File: src/design/sbl_pkg.sv
// shared types, constants and arithmetic helpers of the separable blur line buffer
package sbl_pkg;

  // tile geometry and channel count
  localparam int TILE_W   = 256;
  localparam int TILE_H   = 256;
  localparam int CHANNELS = 3;
  localparam int NCH      = (CHANNELS < 3) ? CHANNELS : 3;

  // input tile, with a four-column and two-row margin
  localparam int IN_W = TILE_W + 4;
  localparam int IN_H = TILE_H + 2;

  localparam int CH_MAX  = 3;
  localparam int PIX_W   = 8;
  localparam int PROD_W  = 2 * PIX_W;
  localparam int HTAPS   = 5;
  localparam int VTAPS   = 3;
  localparam int WIN_LEN = HTAPS - 1;

  localparam int COL_W = $clog2(IN_W);
  localparam int ROW_W = $clog2(IN_H);

  // line memory: one entry per input column
  localparam int MEM_DEPTH = IN_W;
  localparam int ADDR_W    = COL_W;

  // configuration port
  localparam int HW_W       = HTAPS * PIX_W;
  localparam int VW_W       = VTAPS * PIX_W;
  localparam int CFG_IDX_W  = 2;
  localparam int CFG_DATA_W = HW_W;

  localparam logic [CFG_IDX_W-1:0] REG_ENABLE_BLUR = 2'd0;
  localparam logic [CFG_IDX_W-1:0] REG_H_WEIGHTS   = 2'd1;
  localparam logic [CFG_IDX_W-1:0] REG_V_WEIGHTS   = 2'd2;

  typedef logic [PIX_W-1:0] chan_t;
  typedef chan_t [CH_MAX-1:0] pix_t;

  typedef struct packed {
    logic            enable_blur;
    logic [HW_W-1:0] horizontal_weights;
    logic [VW_W-1:0] vertical_weights;
  } cfg_t;

  // one line memory entry: raw and horizontal values of the two rows above
  typedef struct packed {
    pix_t raw_r1;
    pix_t raw_r2;
    pix_t hb_r1;
    pix_t hb_r2;
  } line_word_t;

  localparam int MEM_W = $bits(line_word_t);

  // low byte of an 8x8 product
  function automatic chan_t mul_lo(input chan_t a, input chan_t b);
    logic [PROD_W-1:0] p;
    p = PROD_W'(a) * PROD_W'(b);
    return p[PIX_W-1:0];
  endfunction

  // floor(x / 5) for 8-bit x, reciprocal 205/1024
  function automatic chan_t div5(input chan_t x);
    logic [PROD_W-1:0] p;
    p = PROD_W'(x) * PROD_W'(205);
    return PIX_W'(p[PROD_W-1:10]);
  endfunction

  // floor(x / 3) for 8-bit x, reciprocal 171/512
  function automatic chan_t div3(input chan_t x);
    logic [PROD_W-1:0] p;
    p = PROD_W'(x) * PROD_W'(171);
    return PIX_W'(p[PROD_W-1:9]);
  endfunction

endpackage

File: src/design/sbl_cfg_if.sv
// configuration write channel
interface sbl_cfg_if;
  logic                          valid;
  logic                          ready;
  logic [sbl_pkg::CFG_IDX_W-1:0]  index;
  logic [sbl_pkg::CFG_DATA_W-1:0] data;

  modport source (output valid, output index, output data, input ready);
  modport sink (input valid, input index, input data, output ready);
endinterface

File: src/design/sbl_cfg_regs.sv
// configuration registers of the blur block
module sbl_cfg_regs (
  input  logic             clk,
  input  logic             rst,
  sbl_cfg_if.sink          cfg,
  output sbl_pkg::cfg_t    regs
);

  assign cfg.ready = 1'b1;

  always_ff @(posedge clk) begin
    if (rst) begin
      regs.enable_blur        <= 1'b1;
      regs.horizontal_weights <= '0;
      regs.vertical_weights   <= '0;
    end else if (cfg.valid && cfg.ready) begin
      unique case (cfg.index)
        sbl_pkg::REG_ENABLE_BLUR: regs.enable_blur <= cfg.data[0];
        sbl_pkg::REG_H_WEIGHTS: regs.horizontal_weights <= cfg.data[sbl_pkg::HW_W-1:0];
        sbl_pkg::REG_V_WEIGHTS: regs.vertical_weights <= cfg.data[sbl_pkg::VW_W-1:0];
        default: ;
      endcase
    end
  end

endmodule

File: src/flat_wrapper.sv
// flat-port wrapper written by rule: the top's interface ports become plain ports
module sbl_cfg_regs_flat 
  (clk, rst, regs, cfg_valid, cfg_index, cfg_data, cfg_ready);
  sbl_cfg_if cfg_i ();
  input  logic clk;
  input  logic rst;
  output sbl_pkg::cfg_t regs;
  input wire logic [$bits(cfg_i.valid)-1:0] cfg_valid;
  input wire logic [$bits(cfg_i.index)-1:0] cfg_index;
  input wire logic [$bits(cfg_i.data)-1:0] cfg_data;
  output wire logic [$bits(cfg_i.ready)-1:0] cfg_ready;
  assign cfg_i.valid = cfg_valid;
  assign cfg_i.index = cfg_index;
  assign cfg_i.data = cfg_data;
  assign cfg_ready = cfg_i.ready;
  sbl_cfg_regs u_core (.clk(clk), .rst(rst), .cfg(cfg_i), .regs(regs));
endmodule
File: config.mk
export PLATFORM = sky130hd
export DESIGN_NAME = sbl_cfg_regs_flat
export DESIGN_NICKNAME = d
export VERILOG_FILES = /design/src/design/sbl_pkg.sv /design/src/design/sbl_cfg_if.sv /design/src/design/sbl_cfg_regs.sv /design/src/flat_wrapper.sv
export SDC_FILE = /design/constraint.sdc
export NUM_CORES = 1
export LEC_CHECK = 0
export BUFFER_PORTS_ARGS = -buffer_cell sky130_fd_sc_hd__buf_2
export CAP_MARGIN = 20
export CELL_PAD_IN_SITES_DETAIL_PLACEMENT = 2
export CELL_PAD_IN_SITES_GLOBAL_PLACEMENT = 2
export CORE_ASPECT_RATIO = 1.4
export CORE_MARGIN = 3
export CORE_UTILIZATION = 31
export DETAILED_ROUTE_END_ITERATION = 8
export PLACE_DENSITY = 0.94
export SETUP_SLACK_MARGIN = 0.02
export SLEW_MARGIN = 15
export SYNTH_ARGS = -nofsm -noshare
export SYNTH_HDL_FRONTEND = slang
export SYNTH_SLANG_ARGS = --single-unit
File: constraint.sdc
create_clock -name clk -period 2.19 [get_ports clk]
set_clock_uncertainty 0.1 [all_clocks]
set_input_delay 0.3285 -clock clk [delete_from_list [all_inputs] [get_ports clk]]
set_output_delay 0.3285 -clock clk [all_outputs]
set_load 0.02 [all_outputs]
==> qor.txt, run 1 <==
critical path startpoint category: primary input
hold path depth: 3
Placement Cell Area: 3373 sq um
GRT Residual Overflow: 0
Critical Path End Type: register
clock root cell: clkbuf_16
core footprint: 8658 sq um
Rows: 40
dpl cells: 460
critical-path cell list: buf_2, and3b_1, buf_4, mux2i_1
combinational power share: 10.6%
fmax: 755.6 MHz
worst-case reg-to-reg path depth: 2
Post-Synth Adder-Cell Area: 0%
Layout Cells excl Fill: 475
via count: 2161
Hold Path Class: primary input to register
largest registers: u_core.regs (65)
# DRC: 0
Largest register FFs: 65
# IOs: 111
final worst-path cycle share: 60.43%
final WL: 7251 um
worst setup margin: 0.8666 ns
post_cts resized: 0
utilization after layout: 42.01%
Final setup viols: 0
Post-Route Setup TNS: 0 ns
Antenna Nets Post-Route: 0
CTS Buffer Depth: 2
distinct cell type count after synthesis: 13
Area Overhead vs Synth: 30.13%
status: finished, final reports clean
Clk pwr share: 45.0%
Clock transition at path regs: 0.05 ns
WL/cell: 15.27 um
share of cells above drive strength 1: 34.05%
Internal: 2.147 mW
WS Path Type: primary input to register
latest clock arrival within the worst-skew pair: 0.32 ns
Worst EP arrival: 1.46 ns
Most used DFF post-synth: dfxtp_1
CTS buffer count: 9
H-tree depth: 3
Most flops, register: u_core.regs
final hold violations: 0
cell with the most instances after synthesis: nand2b_1
worst slew pin tran: 0.5554 ns
max cap viols: 0
main combinational cell family by area after synthesis: simple AND/OR/NAND/NOR gates
post-synthesis cell area: 2795 sq um
fin. max-slew vios: 0
initial antenna violation count: 0
sequential share of the synthesized area: 46.55%
Starting Density: 32.28%
Die ar.: 10210 sq um
Worst path max stage delay: 0.45 ns
Synth warnings: 0
Post-Syn Nets: 307
pwr dens: 773.2 nW/um^2
Die H: 118.4 um
synth cell count leaders: nand2b_1, dfxtp_1, mux2i_1
Setup WS pre-CTS: 0.5095 ns
simple-gate share of the synthesized area: 24.98%
top-area cell type share of the netlist area: 46.55%
Compound-Gate Fraction of Synth Area: 0%
VDD IR-drop max: 0.0003618 V
EDFF count, synth: 0
fin crit period: 1.323 ns
post-synthesis xor/xnor area fraction: 0%
Leakage: 1.743 nW
antenna cells: 0
CP Max Fanout: 11
IO buf count: 109
GPL Wtd Cong: 0.6836
P_sw: 0.6652 mW
post-synthesis mux area share: 23.28%
slowest cell on the critical path: and3b_1
vias in the first global route: 2390
Synth area leaders: dfxtp_1, mux2i_1, nand2b_1
largest net degree at the start of global routing: 107
Initial DRT Pass Iterations: 3
Setup Fix Bufs, Post-CTS: 0
Synth area leader: dfxtp_1
Final Power: 2.812 mW
Tot GR Track Use: 14.54%
Sw Ratio: 23.65%
asr flop ratio synth: 0%
TritonCTS clock tree: built
Final Cell Area: 3637 sq um
hpwl dp: 5485 um
Yosys reg bits: 65
worst hold slack: 0.1668 ns
CP required: 2.32 ns
RSZ-0062 raised after global routing: false
final net count: 411
syn_area_per_cell: 10.67 sq um
starting DRC count in detailed routing: 39
Flop pwr share: 44.4%
number of hold buffers added after cts: 0
Synth Instances: 262
detailed-route vias per instance: 4.549
CTS sink count: 65
die width: 86.25 um
Slew headroom: 62.86%
first-pass GRT wire length: 11780 um
## path summary, 6_finish.rpt
path,slack (ns),start,endpoint
max,0.87,cfg_index[0],u_core.regs[3]
min,0.17,cfg_data[36],u_core.regs[60]
max reg2reg,1.40,u_core.regs[26],u_core.regs[26]
min reg2reg,0.37,u_core.regs[53],u_core.regs[53]
## power groups by stage
stage	clock (mW)	combinational (mW)	sequential [mW]
floorplan	0	0.145	1.32
global placement	0	0.292	1.27
detailed placement	0	0.305	1.27
CTS	1.32	0.306	1.25
global route	1.37	0.326	1.25
finish	1.27	0.298	1.25
## critical path, delay by kind of cell
kind | cells | cell delay (ns)
buffers and inverters | 2 | 0.42
muxes | 1 | 0.25
and+or+nand+nor | 1 | 0.45
## logic make-up (layout without fill, tap and decap cells)
family	after synthesis	count (layout)
buffers and inverters	20	128
flip-flops	65	65
multiplexers	65	65
other	1	1
AND/OR/NAND/NOR	111	111
## cell usage in the layout (no fill, tap or decap), drive strengths merged
cell type	instances
clkinv	2
nand2b	104
buf	113
clkinvlp	1
mux2i	65
nor2	2
nor3b	1
conb	1
nand3b	2
dfxtp	65
and3b	2
clkbuf	12
## layer usage
metal	wire length (um)	share of wire, %	global-route usage, %
met5	0	0	0
met4	69	0.95	4.094
met3	477	6.6	5.091
met2	4018	55	27.32
met1	2686	37	14.77
## layout make-up
class                      instances  area [sq um]
clock buffer                      12         246.5
timing repair buffer             113         588.1
fill                             952          5021
tap                              105         131.4
clock inverter                     3         17.52
multi-input combinational        177          1353
sequential                        65          1301
(Power assumes the default switching activity.)
==> run 2: changes to the inputs <==
Settings changed: CORE_UTILIZATION 31 to 26, PLACE_DENSITY 0.94 to 0.85.
Clock period 2.19 ns to 1.15 ns, I/O delays scaled along.
==> run 2 against run 1 <==
  * Final area grew 8.8%
  * Total power grew 110%
  * Sequential share of layout area shrank 2.7 points
  * Routed wire length grew 4.3%
  * Critical path type is now register to primary output
  * Clock power grew 120%
  * Worst setup slack lost 0.82 ns
  * Sequential power grew 90%
==> qor.txt, run 2 (synthesis gave the netlist of run 1 again) <==
status: finished, final reports clean
vias in the first global route: 2476 (+3.6%)
final hold violations: 0 (unchanged)
H-tree depth: 3 (unchanged)
hold path depth: 3 (unchanged)
Antenna Nets Post-Route: 0 (unchanged)
TritonCTS clock tree: built
Worst path depth: 1 (-3)
Critical Path End Type: primary output
Final setup viols: 0 (unchanged)
CP required: 0.88 ns (-1.44 ns)
fin. max-slew vios: 0 (unchanged)
Largest register FFs: 65 (unchanged)
final WL: 7560 um (+4.3%)
hpwl dp: 5553 um (+1.2%)
Clock transition at path regs: 0.05 ns (about the same)
worst-case reg-to-reg path depth: 2 (unchanged)
RSZ-0062 raised after global routing: true
IO buf count: 109 (unchanged)
Layout fillers: 1167 (+23%)
Die ar.: 12050 sq um (+18%)
latest clock arrival within the worst-skew pair: 0.32 ns (about the same)
via count: 2168 (+0.32%)
final net count: 416 (+1.2%)
Area Overhead vs Synth: 41.58%
Worst Path Buf+Inv: 1 (-1)
CTS buffer count: 9 (unchanged)
CP Max Fanout: 2 (-9)
starting DRC count in detailed routing: 39 (unchanged)
largest net degree at the start of global routing: 39 (-64%)
GRT Residual Overflow: 0 (unchanged)
detailed-route vias per instance: 4.218 (-7.3%)
worst setup margin: 0.04633 ns (-0.8202 ns)
WS Path Type: register to primary output
Tot GR Track Use: 13.00% (-1.5 points)
first-pass GRT wire length: 12230 um (+3.8%)
Layout Cells excl Fill: 514 (+8.2%)
Die H: 128.7 um (+8.7%)
Hold Path Class: primary input to register
Worst path max stage delay: 0.34 ns (-0.11 ns)
fin crit period: 1.104 ns
Initial DRT Pass Iterations: 4 (+1)
clock root cell: clkbuf_16
utilization after layout: 37.83% (-4.2 points)
Leakage: 1.822 nW (+4.6%)
Worst EP arrival: 0.83 ns (-0.63 ns)
Most flops, register: u_core.regs
most common cell after layout, fill and taps aside: nand2b_1
initial antenna violation count: 0 (unchanged)
# IOs: 111 (unchanged)
worst hold slack: 0.008160 ns (-0.1587 ns)
Setup WS pre-CTS: -0.1074 ns (-0.6169 ns)
pwr dens: 1464 nW/um^2 (+89%)
WL/cell: 14.71 um (-3.6%)
core footprint: 10460 sq um (+21%)
commonest non-fill, non-tap cells in the layout: nand2b_1, buf_2, mux2i_1
dpl cells: 498 (+8.3%)
Post-Route Setup TNS: 0 ns (unchanged)
critical path startpoint category: register
fmax: 906.1 MHz
Rows: 44 (+10%)
max cap viols: 0 (unchanged)
VDD IR-drop max: 0.0006166 V (+70%)
CTS Buffer Depth: 2 (unchanged)
CTS sink count: 65 (unchanged)
final worst-path cycle share: 95.97%
slowest cell on the critical path: dfxtp_1
largest registers: u_core.regs (65)
critical-path cell list: buf_2
share of cells above drive strength 1: 36.97% (+2.9 points)
antenna cells: 0 (unchanged)
CP delay by family, top: flip-flops
GPL Wtd Cong: 0.6821 (-0.22%)
Starting Density: 26.72% (-5.6 points)
die width: 93.63 um (+8.6%)
# DRC: 0 (unchanged)
-- run 2: changes by cell type in the layout (fill, tap and decap cells not counted), sizes merged --
cell      delta
bufinv       +1
clkbuf       +2
clkinvlp     -1
buf          +5
clkinv       -1
-- run 2: timing repair --
action | in CTS | in global routing
buffers inserted | 0 | 0
resized for setup | 6 | 45
endpoints found under the hold margin | 0 | 0
hold buffers | 0 | 0
setup endpoints to repair | 6 | 40
-- run 2: cell type report --
| type | count | area, sq um | share of cell area, % |
|---|---|---|---|
| Clock buffer | 14 | 274.0 | 6.924 |
| Clock inverter | 2 | 35.03 | 0.8852 |
| Multi-Input combinational cell | 177 | 1353 | 34.18 |
| Sequential cell | 65 | 1310 | 33.10 |
| Tap cell | 138 | 172.7 | 4.363 |
| Timing Repair Buffer | 118 | 813.3 | 20.55 |
-- run 2: power by group --
group / switching, mW / internal (mW) / leakage, nW
logic: 0.318 / 0.317 / 1.14
registers: 0.0451 / 2.34 / 0.532
clock network: 0.925 / 1.85 / 0.153
total: 1.29 / 4.51 / 1.82
-- run 2: layer usage --
metal / track usage, % / up-vias / part of all wire, % / routed length (um)
li1: - / 1061 / - / -
met1: 14.35 / 1035 / 39 / 2952
met2: 23.38 / 68 / 54 / 4093
met3: 4.152 / 4 / 6.2 / 468
met4: 4.337 / 0 / 0.61 / 46
met5: 0 / - / 0 / 0
-- run 2: per-stage QoR --
| step | cell area [sq um] | power [mW] |
|---|---|---|
| after floorplan | 2795 | 2.794 |
| after global placement | 3527 | 3.021 |
| after detailed placement | 3527 | 3.046 |
| after CTS | 3851 | 5.893 |
| after global routing | 3958 | 6.108 |
| final | 3958 | 5.795 |
-- run 2: path summary, 6_finish.rpt --
path         slack [ns]         endpoint            start
max                0.05         regs[41]  u_core.regs[41]
min               0.008  u_core.regs[50]     cfg_data[26]
max reg2reg        0.39  u_core.regs[47]  u_core.regs[47]
min reg2reg        0.37  u_core.regs[15]  u_core.regs[15]
==> run 3: changes to the inputs <==
Settings changed: ABC_AREA from default to 1, CORE_ASPECT_RATIO 1.4 to default, CORE_UTILIZATION 26 to 21, PLACE_DENSITY 0.85 to 0.84.
==> run 3 against run 2 <==
  * Clock-buffer cell count down 4
  * Critical path depth unchanged
  * Combinational power up 50%
  * Clock power down 6%
  * Register-to-register slack worse by 0.04 ns
  * Non-clock buffer count up 35
  * Via count up 36%
  * Die area up 17%
  * Largest cell class is now flip-flops and latches
  * Largest power group unchanged
==> qor.txt, run 3 <==
Worst EP arrival: 0.84 ns (about the same)
worst-case reg-to-reg path depth: 4 (+2)
Rows: 40 (-9.1%)
Post-Synth Adder-Cell Area: 0% (unchanged)
critical-path cell list: buf_6
fin. max-slew vios: 0 (unchanged)
P_sw: 1.691 mW (+31%)
post-synthesis xor/xnor area fraction: 0% (unchanged)
final net count: 604 (+45%)
Post-Syn Nets: 461 (+50%)
GPL Wtd Cong: 0.7051 (+3.4%)
fin crit period: 1.111 ns (+0.007426 ns)
CP Max Fanout: 2 (unchanged)
Clock transition at path regs: 0.06 ns (about the same)
Synth warnings: 0 (unchanged)
CTS sink count: 65 (unchanged)
Top Usage Layer GRT: met2
Crit Reg-Reg Startpoint: u_core.regs[50]
Worst path depth: 1 (unchanged)
Synth area leader: dfxtp_1
# IOs: 111 (unchanged)
Die ar.: 14130 sq um (+17%)
Antenna Nets Post-Route: 0 (unchanged)
CP delay by family, top: flip-flops
slowest cell on the critical path: dfxtp_1
cell with the most instances after synthesis: nand2_1
antenna cells: 0 (unchanged)
initial antenna violation count: 0 (unchanged)
VDD IR-drop max: 0.0005355 V (-13%)
CP required: 0.88 ns (about the same)
sequential share of the synthesized area: 48.64% (+2.1 points)
WS Path Type: register to primary output
dpl cells: 678 (+36%)
via count: 2949 (+36%)
critical path startpoint category: register
Hold Path Class: primary input to register
final hold violations: 0 (unchanged)
Area Overhead vs Synth: 62.25%
Final setup viols: 0 (unchanged)
crit path from: u_core.regs[21]
Compound-Gate Fraction of Synth Area: 0% (unchanged)
GRT Residual Overflow: 0 (unchanged)
Layout fillers: 1454 (+25%)
commonest non-fill, non-tap cells in the layout: nand2_1, nor2_1, inv_1
RSZ-0062 raised after global routing: false
clock root cell: clkbuf_16
post-synthesis cell area: 2675 sq um (-4.3%)
Initial DRT Pass Iterations: 4 (unchanged)
top-area cell type share of the netlist area: 48.64% (+2.1 points)
share of cells above drive strength 1: 30.67% (-6.3 points)
largest registers: u_core.regs (65)
Leakage: 2.370 nW (+30%)
H-tree depth: 3 (unchanged)
CTS buffer count: 9 (unchanged)
IO buf count: 109 (unchanged)
Starting Density: 21.91% (-4.8 points)
EDFF count, synth: 0 (unchanged)
distinct cell type count after synthesis: 13 (unchanged)
worst hold slack: 0.01918 ns (+0.01102 ns)
Worst path max stage delay: 0.36 ns (+0.02 ns)
Tot GR Track Use: 15.03% (+2.0 points)
vias in the first global route: 3376 (+36%)
synth cell count leaders: nand2_1, nor2_1, inv_1
syn_area_per_cell: 6.430 sq um (-40%)
simple-gate share of the synthesized area: 37.42% (+12 points)
Synth Instances: 416 (+59%)
CTS Buffer Depth: 2 (unchanged)
WL/cell: 14.09 um (-4.2%)
TritonCTS clock tree: built
hold path start: cfg_data[36]
Critical Path End Type: primary output
Yosys reg bits: 65 (unchanged)
status: finished, final reports clean
Largest register FFs: 65 (unchanged)
area of the multi-input gates: 1005 sq um (-26%)
Layout Cells excl Fill: 732 (+42%)
latest clock arrival within the worst-skew pair: 0.33 ns (about the same)
starting DRC count in detailed routing: 91 (+130%)
Flop pwr share: 40.9% (-0.2 points)
final worst-path cycle share: 96.62% (+0.65 points)
Die H: 118.9 um (-7.6%)
register area: 1349 sq um (+3.0%)
Clk pwr share: 43.3% (-4.6 points)
fmax: 900.0 MHz (-0.67%)
post-synthesis mux area share: 0% (-23 points)
final WL: 10310 um (+36%)
most common cell after layout, fill and taps aside: nand2_1
Sw Ratio: 28.10% (+5.9 points)
max cap viols: 0 (unchanged)
Most flops, register: u_core.regs
largest net degree at the start of global routing: 43 (+10%)
main combinational cell family by area after synthesis: simple AND/OR/NAND/NOR gates
hold path depth: 3 (unchanged)
met2 usage: 28.77% (+5.4 points)
utilization after layout: 35.54% (-2.3 points)
pwr dens: 1387 nW/um^2 (-5.3%)
asr flop ratio synth: 0% (unchanged)
first-pass GRT wire length: 16920 um (+38%)
Internal: 4.328 mW (-3.9%)
hpwl dp: 6473 um (+17%)
# DRC: 0 (unchanged)
met3 Use GR: 4.084% (-0.068 points)
Worst Path Buf+Inv: 1 (unchanged)
combinational power share: 15.8% (+4.8 points)
detailed-route vias per instance: 4.029 (-4.5%)
Synth area leaders: dfxtp_1, nand2_1, nor2_1
core footprint: 12210 sq um (+17%)
met1 Track Usage GR: 15.45% (+1.1 points)
Most used DFF post-synth: dfxtp_1
die width: 118.9 um (+27%)
==> run 3: power by group through the flow <==
stage | sequential, mW | combinational (mW) | clock (mW)
finish | 2.46 | 0.952 | 2.60
global route | 2.48 | 1.06 | 2.80
CTS | 2.44 | 0.915 | 2.71
detailed placement | 2.48 | 0.773 | 0
global placement | 2.48 | 0.731 | 0
floorplan | 2.62 | 0.298 | 0
==> run 3: metrics by stage <==
step | TNS (ns) | area [sq um] | power (mW) | setup slack [ns]
6_report | 0 | 4340 | 6.019 | 0.03890
5_1_grt | 0 | 4340 | 6.339 | 0.002251
4_1_cts | 0 | 4202 | 6.067 | 0.02055
3_5_place_dp | -0.02631 | 3433 | 3.257 | -0.01023
3_3_place_gp | 0 | 3433 | 3.209 | 0.06940
2_1_floorplan | 0 | 2675 | 2.921 | 0.2197
==> run 3: repair_timing <==
action / in CTS / in global routing
hold endpoints to repair: 53 / 0
hold buffers: 38 / 0
buffers inserted: 0 / 0
setup endpoints to repair: 38 / 48
resized for setup: 46 / 65
==> run 3: kinds of logic (layout without fill, tap and decap cells) <==
kind of cell / after synthesis / in the layout
and+or+nand+nor: 262 / 262
DFF: 65 / 65
buffers and inverters: 88 / 236
other: 1 / 1
==> run 3: worst min-delay path, stage by stage <==
cell	delay [ns]
buf_2	0.09
nor2_1	0.04
nor2_1	0.11
==> run 3: layout make-up <==
cell class | instances | share of cell area, %
flip-flops and latches | 65 | 31.08
repair buffers | 153 | 28.62
multi-input cells | 263 | 23.15
inverters | 67 | 5.794
clock buffers | 10 | 5.506
well taps | 168 | 4.843
clock inverters | 6 | 1.009
==> run 3: final timing paths <==
path / slack [ns] / end
worst max-delay path: 0.04 / regs[21]
worst min-delay path: 0.02 / u_core.regs[60]
worst max register to register: 0.35 / u_core.regs[50]
worst min register to register: 0.38 / u_core.regs[64]
==> run 3: routing by layer <==
layer	vias up	routed length, um
li1	1458	-
met1	1401	3996
met2	76	5620
met3	14	521
met4	0	176
met5	-	0
